### src/design/interval_set_mark_unmark_assert.svh
// Assertion helpers for the interval set block.
`ifndef INTERVAL_SET_MARK_UNMARK_ASSERT_SVH
`define INTERVAL_SET_MARK_UNMARK_ASSERT_SVH
`ifndef SYNTHESIS
`define ISMU_ASSERT_IMP(lbl, clk, rstn, ante, cons) \
    lbl: assert property (@(posedge clk) disable iff (!rstn) (ante) |-> (cons)) \
        else $error("interval set assertion failed");
`define ISMU_ASSERT_NXT(lbl, clk, rstn, ante, cons) \
    lbl: assert property (@(posedge clk) disable iff (!rstn) (ante) |=> (cons)) \
        else $error("interval set assertion failed");
`else
`define ISMU_ASSERT_IMP(lbl, clk, rstn, ante, cons)
`define ISMU_ASSERT_NXT(lbl, clk, rstn, ante, cons)
`endif
`endif

### src/design/ismu_pkg.sv
package ismu_pkg;

    localparam logic [1:0] CMD_MARK   = 2'd0;
    localparam logic [1:0] CMD_UNMARK = 2'd1;
    localparam logic [1:0] CMD_PROBE  = 2'd2;
    localparam logic [1:0] CMD_CLEAR  = 2'd3;

    localparam logic [1:0] ST_OK        = 2'd0;
    localparam logic [1:0] ST_BAD_RANGE = 2'd1;
    localparam logic [1:0] ST_FULL      = 2'd2;

    typedef struct packed {
        logic [1:0]  cmd;
        logic [31:0] from_time;
        logic [31:0] to_time;
    } t_in;

    typedef struct packed {
        logic [1:0]  status;
        logic [31:0] changed_length;
        logic        has_marks;
    } t_res;

    typedef enum logic [3:0] {
        S_IDLE, S_CHECK, S_NEXT, S_RD_A, S_RD_B, S_CALC,
        S_WRITE, S_END, S_WRITE_END, S_COMMIT, S_RESP
    } t_state;

    typedef struct packed {
        logic load;
        logic clear;
        logic set_bad;
        logic rd_odd;
        logic ld_a;
        logic calc;
        logic wr;
        logic end_load;
        logic commit;
    } t_ctl;

    typedef struct packed {
        logic [1:0] cmd;
        logic       bad;
        logic       idx_lt;
        logic       probe_done;
        logic       q_last;
    } t_sts;

endpackage

### src/design/ismu_ctrl.sv
module ismu_ctrl (
    input  logic          i_clk,
    input  logic          i_rst_n,
    input  logic          i_start,
    input  ismu_pkg::t_sts i_sts,
    output ismu_pkg::t_ctl o_ctl,
    output logic          o_busy,
    output logic          o_strobe
);
    import ismu_pkg::*;

    t_state r_state, n_state;

    always_ff @(posedge i_clk) begin
        if (!i_rst_n) begin
            r_state <= S_IDLE;
        end else begin
            r_state <= n_state;
        end
    end

    always_comb begin
        n_state = r_state;
        case (r_state)
            S_IDLE:   if (i_start) n_state = S_CHECK;
            S_CHECK: begin
                if (i_sts.cmd == CMD_CLEAR || i_sts.bad) n_state = S_RESP;
                else n_state = S_NEXT;
            end
            S_NEXT:   n_state = i_sts.idx_lt ? S_RD_A : S_END;
            S_RD_A:   n_state = S_RD_B;
            S_RD_B:   n_state = S_CALC;
            S_CALC:   n_state = i_sts.probe_done ? S_RESP : S_WRITE;
            S_WRITE:  if (i_sts.q_last) n_state = S_NEXT;
            S_END: begin
                case (i_sts.cmd)
                    CMD_MARK:  n_state = S_WRITE_END;
                    CMD_PROBE: n_state = S_RESP;
                    default:   n_state = S_COMMIT;
                endcase
            end
            S_WRITE_END: if (i_sts.q_last) n_state = S_COMMIT;
            S_COMMIT: n_state = S_RESP;
            S_RESP:   n_state = S_IDLE;
            default:  n_state = S_IDLE;
        endcase
    end

    always_comb begin
        o_ctl    = '0;
        o_busy   = (r_state != S_IDLE);
        o_strobe = (r_state == S_RESP);
        case (r_state)
            S_IDLE:  o_ctl.load = i_start;
            S_CHECK: begin
                o_ctl.clear   = (i_sts.cmd == CMD_CLEAR);
                o_ctl.set_bad = (i_sts.cmd != CMD_CLEAR) && i_sts.bad;
            end
            S_RD_B: begin
                o_ctl.ld_a   = 1'b1;
                o_ctl.rd_odd = 1'b1;
            end
            S_CALC:      o_ctl.calc = 1'b1;
            S_WRITE:     o_ctl.wr = 1'b1;
            S_END:       o_ctl.end_load = (i_sts.cmd == CMD_MARK);
            S_WRITE_END: o_ctl.wr = 1'b1;
            S_COMMIT:    o_ctl.commit = 1'b1;
            default:     o_ctl = '0;
        endcase
    end

endmodule

### config.mk
export PLATFORM = sky130hd
export DESIGN_NAME = ismu_ctrl
export DESIGN_NICKNAME = d
export VERILOG_FILES = /design/src/design/interval_set_mark_unmark_assert.svh /design/src/design/ismu_pkg.sv /design/src/design/ismu_ctrl.sv
export SDC_FILE = /design/constraint.sdc
export NUM_CORES = 1
export LEC_CHECK = 0
export ABC_AREA = 1
export BUFFER_PORTS_ARGS = -buffer_cell sky130_fd_sc_hd__buf_2
export CORE_AREA = 2 2 39 41
export CTS_CLUSTER_SIZE = 10
export DETAILED_ROUTE_END_ITERATION = 10
export DIE_AREA = 0 0 41 43
export SYNTH_ARGS = -nofsm -noshare
export SYNTH_HDL_FRONTEND = slang
export SYNTH_SLANG_ARGS = --single-unit
### constraint.sdc
create_clock -name i_clk -period 1.41 [get_ports i_clk]
set_input_delay 0.2115 -clock i_clk [delete_from_list [all_inputs] [get_ports i_clk]]
set_output_delay 0.2115 -clock i_clk [all_outputs]
set_load 0.05 [all_outputs]
==> results of run 1 <==
==> metal layers <==
metal | up-vias | part of all wire | global-route usage
met1 | 239 | 0.39 | 0.175
met2 | 12 | 0.55 | 0.209
li1 | 274 | - | -
met5 | - | 0 | 0
met3 | 2 | 0.043 | 0.0471
met4 | 0 | 0.0085 | 0.0600
==> worst max path at each step <==
| stage | start | to | slack, ns | cells after the start |
|---|---|---|---|---|
| 3_5_place_dp | r_state[2] | o_ctl[8] | 0.007 | 6 |
| 3_3_place_gp | r_state[2] | o_ctl[8] | 0.01 | 6 |
| 6_report | r_state[1] | o_ctl[8] | -0.009 | 6 |
| 4_1_cts | r_state[2] | o_ctl[7] | -0.04 | 6 |
| 2_1_floorplan | r_state[3] | o_ctl[6] | -0.17 | 5 |
| 5_1_grt | r_state[1] | o_ctl[8] | -0.07 | 6 |
==> what timing repair did <==
action	CTS	global route
gates resized for setup	31	27
buffers inserted	1	3
pin swaps	4	9
endpoints found under the hold margin	0	0
setup endpoints to repair	11	11
==> placed cells by master, fill, tap and decap left out <==
cell type and n:
inv_4 1, nor2_4 9, o21ai_0 2, nor3_2 1, buf_6 8, nor4_4 1
buf_2 9, a21oi_1 2, nor2_2 2, nand2_1 11, buf_4 7, nand3b_1 2
inv_1 9, clkinvlp_4 1, clkbuf_4 3, dfxtp_4 4, buf_8 3, nor2_1 7
nand3_1 7, nand2_2 6, inv_2 5
==> per-stage QoR <==
stage          area [sq um]  power [mW]  worst slack (ns)  TNS (ns)
2_1_floorplan           402       0.940            -0.175    -0.683
3_3_place_gp            539        1.18            0.0117         0
3_5_place_dp            539        1.18           0.00719         0
4_1_cts                 652        1.50           -0.0387   -0.0883
5_1_grt                 757        1.89           -0.0652    -0.411
6_report                757        1.77          -0.00863  -0.00863
==> logic make-up after synthesis <==
kind of cell / share of synthesized area
compound gates: 0.0541
buf+inv: 0.182
flops: 0.216
simple gates: 0.547
==> power breakdown <==
group,switching [mW],internal [mW]
Sequential,0.108,0.189
Clock,0.0451,0.0951
Combinational,0.819,0.509
==> final cells by class <==
type | instances | area [sq um] | share of cell area
Clock buffer | 3 | 22.5 | 0.0298
Inverter | 16 | 66.3 | 0.0876
Multi-Input combinational cell | 50 | 320 | 0.423
Sequential cell | 4 | 95.1 | 0.126
Tap cell | 16 | 20.0 | 0.0264
Timing Repair Buffer | 27 | 233 | 0.307
==> tightest hold or removal path, stage by stage <==
cell	delay (ns)
buf_2	0.08
nand2_1	0.04
inv_1	0.04
==> results.sh, run 1 <==
export IMPL_period_share=1.01
export IMPL_tritoncts_num_buffers=3
export IMPL_grt_remaining_overflow=0
export IMPL_vdd_ir_drop_max_v=0.000887
export IMPL_maxCapViolations=0
export IMPL_ant_nets=0
export IMPL_dp_cells=109
export IMPL_largest_reg_flops=4
export IMPL_setup_viol_count_final=1
export IMPL_violations="setup timing"
export IMPL_post_layout_nonfiller_instances=116
export IMPL_track_usage=0.140
export IMPL_vias=527
export IMPL_drcViolationCount=0
export IMPL_via_per_inst=4.54
export IMPL_insertion_delay_ns=0.23
export IMPL_area_delta_synth_final_pct=104
export IMPL_synth_area_top_cells="dfxtp_1, nand2_1, nor2_1"
export IMPL_rows=14
export IMPL_fin_skew_ns=0.00305
export IMPL_cts_tree="built"
export IMPL_yosys_most_used_dff="dfxtp_1"
export IMPL_dr_pass1_iters=3
export IMPL_synth_top_cells_by_count="nand2_1, nor2_1, inv_1"
export IMPL_crit_chain="nor2_4, inv_2, nor2_4, inv_2, nor2_4, buf_6"
export IMPL_die_h_um=43
export IMPL_fmaxAchievable_ghz=0.705
export IMPL_synthArstFlopShare=0
export IMPL_p_per_area_nw_per_um2=2330
export IMPL_status="finished with violations"
export IMPL_crit_fanout=6
export IMPL_synth_seq_area_share=0.216
export IMPL_syn_nets=80
export IMPL_r2r_start="r_state[1]"
export IMPL_rsz0062_at_grt="yes"
export IMPL_drt_wirelength_per_cell_um=10.1
export IMPL_antenna_found_initial=0
export IMPL_worst_pin_slew_ns=0.246
export IMPL_totalWireLength_um=1180
export IMPL_cp_common_cell="nor2_4"
export IMPL_synth_cell_type_count=14
export IMPL_crit_reg2reg_capture="r_state[2]"
export IMPL_drive_gt1_frac=0.600
export IMPL_ys_ff_latch=4
export IMPL_start_util=0.268
export IMPL_final_util=0.547
export IMPL_hp_class="primary input to flip-flop"
export IMPL_synth_edf_count=0
export IMPL_cp_slowest_cell="dfxtp_4"
export IMPL_regToRegSetupSlack_ns=0.27
export IMPL_num_io_pins=20
export IMPL_top_regs="r_state (4)"
export IMPL_io_buffers=19
export IMPL_fillers=145
export IMPL_antennaDiodeCount=0
export IMPL_grt_pass1_vias=458
export IMPL_clkTransAtPathRegs_ns=0.04
export IMPL_cts_root_buffer="clkbuf_4"
export IMPL_yosysMostFrequentCell="nand2_1"
export IMPL_worstPathArrival_ns=1.21
export IMPL_power_leakage_nw=0.361
export IMPL_start_kind="flip-flop"
export IMPL_synthesis_instances=71
export IMPL_cp_num_buf_inv=3
export IMPL_min_delay_path_depth=3
export IMPL_slew_violations=0
export IMPL_top_register="r_state"
export IMPL_synth_area_per_cell_sq_um=5.22
export IMPL_h_tree_depth=1
export IMPL_gp_congestion=0.783
export IMPL_drt_iter0_markers=4
export IMPL_maxSlewHeadroom=0.837
export IMPL_cts_sinks=4
export IMPL_grt_pass1_wl_um=1670
export IMPL_die_x_um=41
export IMPL_crit_type="flip-flop to output port"
export IMPL_hold_path_end="r_state[3]"
export IMPL_required_ns=1.20
export IMPL_die_area_sq_um=1760
export IMPL_synth_top_area_frac=0.216
export IMPL_timing_hold_ws_ns=0.174
export IMPL_core_sq_um=1380
export IMPL_ys_warn_count=0
export IMPL_synth_area_leader_cell="dfxtp_1"
export IMPL_nets=111
export IMPL_grt_start_max_net_pins=7
export IMPL_syn_area_sq_um=370
export IMPL_timing_final_crit_period_ns=1.42
export IMPL_hold_viol_final=0
export IMPL_cts_hold_buf=0
export IMPL_max_stage_delay_ns=0.37
export IMPL_worstRegToRegCells=7
export IMPL_place_detailed_hpwl_um=837
export IMPL_fin_ws_ns=-0.00863
export IMPL_clockBufferDepth=2
export IMPL_critPathTopFamily="flip-flops"
export IMPL_end_kind="output port"
export IMPL_worstHoldStart="i_rst_n"
Power figures use the tool's default switching activity.
==> inputs of run 2 (changes only) <==
--- a/config.mk
+++ b/config.mk
@@ -5,12 +5,12 @@
 export SDC_FILE = /design/constraint.sdc
 export NUM_CORES = 1
 export LEC_CHECK = 0
-export ABC_AREA = 1
 export BUFFER_PORTS_ARGS = -buffer_cell sky130_fd_sc_hd__buf_2
 export CORE_AREA = 2 2 39 41
 export CTS_CLUSTER_SIZE = 10
 export DETAILED_ROUTE_END_ITERATION = 10
 export DIE_AREA = 0 0 41 43
+export PLACE_DENSITY = 0.58
 export SYNTH_ARGS = -nofsm -noshare
 export SYNTH_HDL_FRONTEND = slang
 export SYNTH_SLANG_ARGS = --single-unit
==> run 2 against run 1 <==
The flow now finishes without violations. Power shrank 48%. Area after synthesis shrank 2.7%. Combinational power shrank 57%. Worst hold slack gained 0.053 ns. Utilization shrank 4.6 points. Die area is the same. Final cell count shrank 16%. Sequential share of layout area grew 1.2 points. Clock-buffer cell count is the same. Register-to-register slack lost 0.11 ns.
==> results.sh, run 2 <==
export IMPL_syn_area_sq_um=360
export IMPL_track_usage=0.143
export IMPL_synthesis_instances=55
export IMPL_max_stage_delay_ns=0.37
export IMPL_clockBufferDepth=2
export IMPL_grt_remaining_overflow=0
export IMPL_p_per_area_nw_per_um2=1320
export IMPL_crit_fanout=6
export IMPL_period_share=1.00
export IMPL_cts_hold_buf=0
export IMPL_grt_pass1_vias=451
export IMPL_end_kind="output port"
export IMPL_gp_congestion=0.829
export IMPL_io_buffers=19
export IMPL_drcViolationCount=0
export IMPL_grt_start_max_net_pins=12
export IMPL_synth_area_per_cell_sq_um=6.55
export IMPL_synth_area_top_cells="dfxtp_1, nor2_1, a21oi_1"
export IMPL_drt_wirelength_per_cell_um=11.0
export IMPL_drt_iter0_markers=4
export IMPL_syn_nets=64
export IMPL_synth_area_leader_cell="dfxtp_1"
export IMPL_ys_ff_latch=4
export IMPL_timing_hold_ws_ns=0.227
export IMPL_multi_input_area_sq_um=330
export IMPL_nets=92
export IMPL_cts_tree="built"
export IMPL_setup_viol_count_final=0
export IMPL_totalWireLength_um=1060
export IMPL_fin_ws_ns=0.000574
export IMPL_num_io_pins=20
export IMPL_fillers=143
export IMPL_ant_nets=0
export IMPL_required_ns=1.20
export IMPL_rsz0062_at_grt="yes"
export IMPL_yosysMostFrequentCell="nor2_1"
export IMPL_place_detailed_hpwl_um=740
export IMPL_core_sq_um=1380
export IMPL_maxSlewHeadroom=0.836
export IMPL_power_uw=917
export IMPL_rows=14
export IMPL_insertion_delay_ns=0.23
export IMPL_status="complete, no violations"
export IMPL_top_regs="r_state (4)"
export IMPL_antenna_found_initial=0
export IMPL_hold_viol_final=0
export IMPL_cp_slowest_cell="dfxtp_4"
export IMPL_tritoncts_num_buffers=3
export IMPL_die_h_um=43
export IMPL_min_delay_path_depth=2
export IMPL_hp_class="primary input to flip-flop"
export IMPL_crit_chain="nor2_4, nand3_4, nor2_2, buf_6"
export IMPL_crit_cells=4
export IMPL_slew_violations=0
export IMPL_register_area_sq_um=95.1
export IMPL_final_cell_mix="buf_4, buf_2, buf_6, nand2_1"
export IMPL_cp_num_buf_inv=1
export IMPL_worstRegToRegCells=5
export IMPL_start_util=0.260
export IMPL_antennaDiodeCount=0
export IMPL_pre_cts_slack_ns=0.0652
export IMPL_cts_sinks=4
export IMPL_finalSetupTns_ns=0
export IMPL_start_kind="flip-flop"
export IMPL_synth_seq_area_share=0.222
export IMPL_fin_skew_ns=0.000144
export IMPL_yosys_most_used_dff="dfxtp_1"
export IMPL_synth_edf_count=0
export IMPL_vdd_ir_drop_max_v=0.000702
export IMPL_worst_pin_slew_ns=0.247
export IMPL_die_x_um=41
export IMPL_vias=479
export IMPL_top_register="r_state"
export IMPL_largest_reg_flops=4
export IMPL_via_per_inst=4.94
export IMPL_placed_area_sq_um=505
export IMPL_crit_type="flip-flop to output port"
export IMPL_h_tree_depth=1
export IMPL_synthArstFlopShare=0
export IMPL_die_area_sq_um=1760
export IMPL_drive_gt1_frac=0.605
export IMPL_stdcell_area_sq_um=693
export IMPL_layout_commonest_cell="buf_4"
export IMPL_dr_pass1_iters=4
export IMPL_ys_warn_count=0
export IMPL_critPathTopFamily="simple AND/OR/NAND/NOR gates"
export IMPL_area_delta_synth_final_pct=92.4
export IMPL_maxCapViolations=0
export IMPL_clkTransAtPathRegs_ns=0.04
export IMPL_synth_cell_type_count=24
export IMPL_worstPathArrival_ns=1.20
export IMPL_cts_root_buffer="clkbuf_4"
export IMPL_synth_top_area_frac=0.222
export IMPL_fmaxAchievable_ghz=0.710
export IMPL_synth_top_cells_by_count="nor2_1, nand2_1, a21oi_1"
export IMPL_power_leakage_nw=0.289
export IMPL_timing_final_crit_period_ns=1.41
export IMPL_grt_pass1_wl_um=1770
-- run 2: path summary, 6_finish.rpt --
check / start / to / slack (ns)
worst max-delay path: r_state[3] / o_ctl[6] / 0.0006
worst min-delay path: i_rst_n / r_state[2] / 0.23
worst max register to register: r_state[3] / r_state[1] / 0.16
worst min register to register: r_state[1] / r_state[3] / 0.66
-- run 2: worst register-to-register path, stage by stage (launching register included) --
cell	delay, ns
dfxtp_4	0.39
and2b_4	0.21
buf_4	0.13
a31oi_1	0.16
o22ai_1	0.11
and2_1	0.15
-- run 2: kinds of logic (layout without fill, tap and decap cells) --
group           Yosys count  after routing  synth area share
mux                       1              1            0.0278
buf+inv                   7             33             0.118
simple gates             30             30             0.417
compound gates           13             13             0.215
flops                     4              4             0.222
-- run 2: cell type report --
class / count / area share
clock buffer: 3 / 0.0325
inverter: 3 / 0.0162
multi-input combinational: 44 / 0.477
sequential: 4 / 0.137
tap: 16 / 0.0289
timing repair buffer: 27 / 0.309
-- run 2: metal layers --
layer,wire length [um],global-route usage,vias to the layer above
met5,0,0,-
met4,35,0.127,0
met3,62,0.0209,4
met2,492,0.191,18
met1,474,0.188,215
li1,-,-,242
-- run 2: stage by stage --
step | utilization | std cells
6_report | 0.501 | 97
2_1_floorplan | - | 55
4_1_cts | 0.440 | 95
3_3_place_gp | 0.365 | 90
5_1_grt | 0.501 | 97
3_5_place_dp | 0.365 | 90
-- run 2: report_power, final --
group / switching [mW] / total [mW] / internal (mW)
Combinational: 0.341 / 0.569 / 0.228
Sequential: 0.0609 / 0.208 / 0.147
Clock: 0.0452 / 0.140 / 0.0951
Total: 0.447 / 0.917 / 0.470
-- run 2: timing repair --
| action | CTS | global route |
|---|---|---|
| setup buffers | 2 | 2 |
| gates resized for setup | 23 | 19 |
| pin swaps | 1 | 6 |
| endpoints found under the setup margin | 10 | 10 |
==> inputs of run 3 (changes only) <==
--- a/config.mk
+++ b/config.mk
@@ -5,12 +5,13 @@
 export SDC_FILE = /design/constraint.sdc
 export NUM_CORES = 1
 export LEC_CHECK = 0
+export ABC_AREA = 1
 export BUFFER_PORTS_ARGS = -buffer_cell sky130_fd_sc_hd__buf_2
 export CORE_AREA = 2 2 39 41
 export CTS_CLUSTER_SIZE = 10
 export DETAILED_ROUTE_END_ITERATION = 10
 export DIE_AREA = 0 0 41 43
-export PLACE_DENSITY = 0.58
+export PLACE_DENSITY = 0.59
 export SYNTH_ARGS = -nofsm -noshare
 export SYNTH_HDL_FRONTEND = slang
 export SYNTH_SLANG_ARGS = --single-unit
==> run 3 against run 2 <==
Final cell count grew 23%. Fmax grew 1.3%. Clock skew grew 0.011 ns. Register-to-register slack gained 0.12 ns. Via count grew 18%. Die area is the same. Critical path type unchanged. Largest cell class unchanged. Highest routed layer unchanged.
==> results.sh, run 3 (same netlist as run 1, synthesis figures left out) <==
export IMPL_status="complete, no violations"
export IMPL_multi_input_area_sq_um=315
export IMPL_clockBufferDepth=2
export IMPL_critPathTopFamily="flip-flops"
export IMPL_cp_num_buf_inv=3
export IMPL_ant_nets=0
export IMPL_insertion_delay_ns=0.24
export IMPL_fmaxAchievable_ghz=0.719
export IMPL_via_per_inst=4.73
export IMPL_top_register="r_state"
export IMPL_worstPathArrival_ns=1.18
export IMPL_area_delta_synth_final_pct=109
export IMPL_core_sq_um=1380
export IMPL_p_per_area_nw_per_um2=2360
export IMPL_totalWireLength_um=1210
export IMPL_grt_start_max_net_pins=7
export IMPL_antennaDiodeCount=0
export IMPL_drt_iter0_markers=13
export IMPL_cts_sinks=4
export IMPL_cts_hold_buf=0
export IMPL_track_usage=0.154
export IMPL_vias=563
export IMPL_tritoncts_num_buffers=3
export IMPL_largest_reg_flops=4
export IMPL_fin_skew_ns=0.0110
export IMPL_cts_root_buffer="clkbuf_4"
export IMPL_period_share=0.987
export IMPL_nets=114
export IMPL_h_tree_depth=1
export IMPL_setup_viol_count_final=0
export IMPL_dp_cells=109
export IMPL_maxCapViolations=0
export IMPL_clkTransAtPathRegs_ns=0.04
export IMPL_grt_remaining_overflow=0
export IMPL_grt_pass1_wl_um=1850
export IMPL_crit_chain="inv_4, nand2_2, nor2_4, inv_2, nor2_2, buf_6"
export IMPL_hold_viol_final=0
export IMPL_hp_class="primary input to flip-flop"
export IMPL_post_layout_nonfiller_instances=119
export IMPL_io_buffers=19
export IMPL_rows=14
export IMPL_power_mw=1.83
export IMPL_dr_pass1_iters=4
export IMPL_required_ns=1.20
export IMPL_grt_pass1_vias=461
export IMPL_vdd_ir_drop_max_v=0.000971
export IMPL_drt_wirelength_per_cell_um=10.2
export IMPL_rsz0062_at_grt="yes"
export IMPL_cts_tree="built"
export IMPL_final_util=0.560
export IMPL_die_h_um=43
export IMPL_start_kind="flip-flop"
export IMPL_timing_final_crit_period_ns=1.39
export IMPL_num_io_pins=20
export IMPL_end_kind="output port"
export IMPL_antenna_found_initial=0
export IMPL_crit_fanout=5
export IMPL_maxSlewHeadroom=0.838
export IMPL_slew_violations=0
export IMPL_final_cell_mix="nand2_1, buf_4, buf_2, nor2_4, inv_1"
export IMPL_start_util=0.268
export IMPL_register_area_sq_um=95.1
export IMPL_fillers=134
export IMPL_power_leakage_nw=0.375
export IMPL_worst_pin_slew_ns=0.245
export IMPL_top_regs="r_state (4)"
export IMPL_die_x_um=41
export IMPL_cp_slowest_cell="dfxtp_4"
export IMPL_drcViolationCount=0
export IMPL_die_area_sq_um=1760
export IMPL_drive_gt1_frac=0.621
export IMPL_layout_commonest_cell="nand2_1"
export IMPL_crit_type="flip-flop to output port"
export IMPL_max_stage_delay_ns=0.37
export IMPL_gp_congestion=0.782
export IMPL_place_detailed_hpwl_um=835
## run 3: timing repair
item                       CTS  global route
setup buffers                2             5
pin swaps                    3             8
resized for setup           39            19
setup endpoints to repair   11            11
## run 3: where the power goes
part	total (mW)	internal, mW	switching (mW)	leakage (nW)
Sequential	0.295	0.189	0.106	0.0356
Clock	0.146	0.0955	0.0507	0.0138
Combinational	1.39	0.559	0.828	0.325
## run 3: stage by stage
stage          TNS, ns  worst slack, ns  hold slack (ns)  instance area, sq um
5_1_grt         -0.275          -0.0645            0.195                   774
6_report             0           0.0184            0.179                   774
3_3_place_gp         0           0.0429            0.416                   539
4_1_cts        -0.0699          -0.0239            0.169                   681
2_1_floorplan   -0.683           -0.175            0.309                   402
3_5_place_dp         0           0.0196            0.414                   539
## run 3: metal layers
metal  global-route usage  up-vias  part of all wire
met4               0.0933        0            0.0033
met1                0.203      266              0.44
met2                0.203       14              0.52
met5                    0        -                 0
li1                     -      281                 -
met3               0.0576        2             0.034
## run 3: layout make-up
type | count | share of cell area
tap | 16 | 0.0258
sequential | 4 | 0.123
inverter | 16 | 0.0856
multi-input combinational | 50 | 0.407
clock buffer | 3 | 0.0291
timing repair buffer | 30 | 0.330
## run 3: worst reg2reg max path: stages (launching register included)
cell and delay, ns:
dfxtp_4 0.39, nor2_4 0.05, buf_4 0.14, nand2_2 0.08, buf_4 0.11, nand3_1 0.06, nor2_1 0.12, nor2_1 0.06
## run 3: worst paths after layout
path                                 start          to  slack [ns]  cells after the start
worst min-delay path               i_rst_n  r_state[3]        0.18                      3
worst min register to register  r_state[3]  r_state[1]        0.61                      3
worst max register to register  r_state[1]  r_state[2]        0.28                      7
worst max-delay path            r_state[1]    o_ctl[6]        0.02                      6
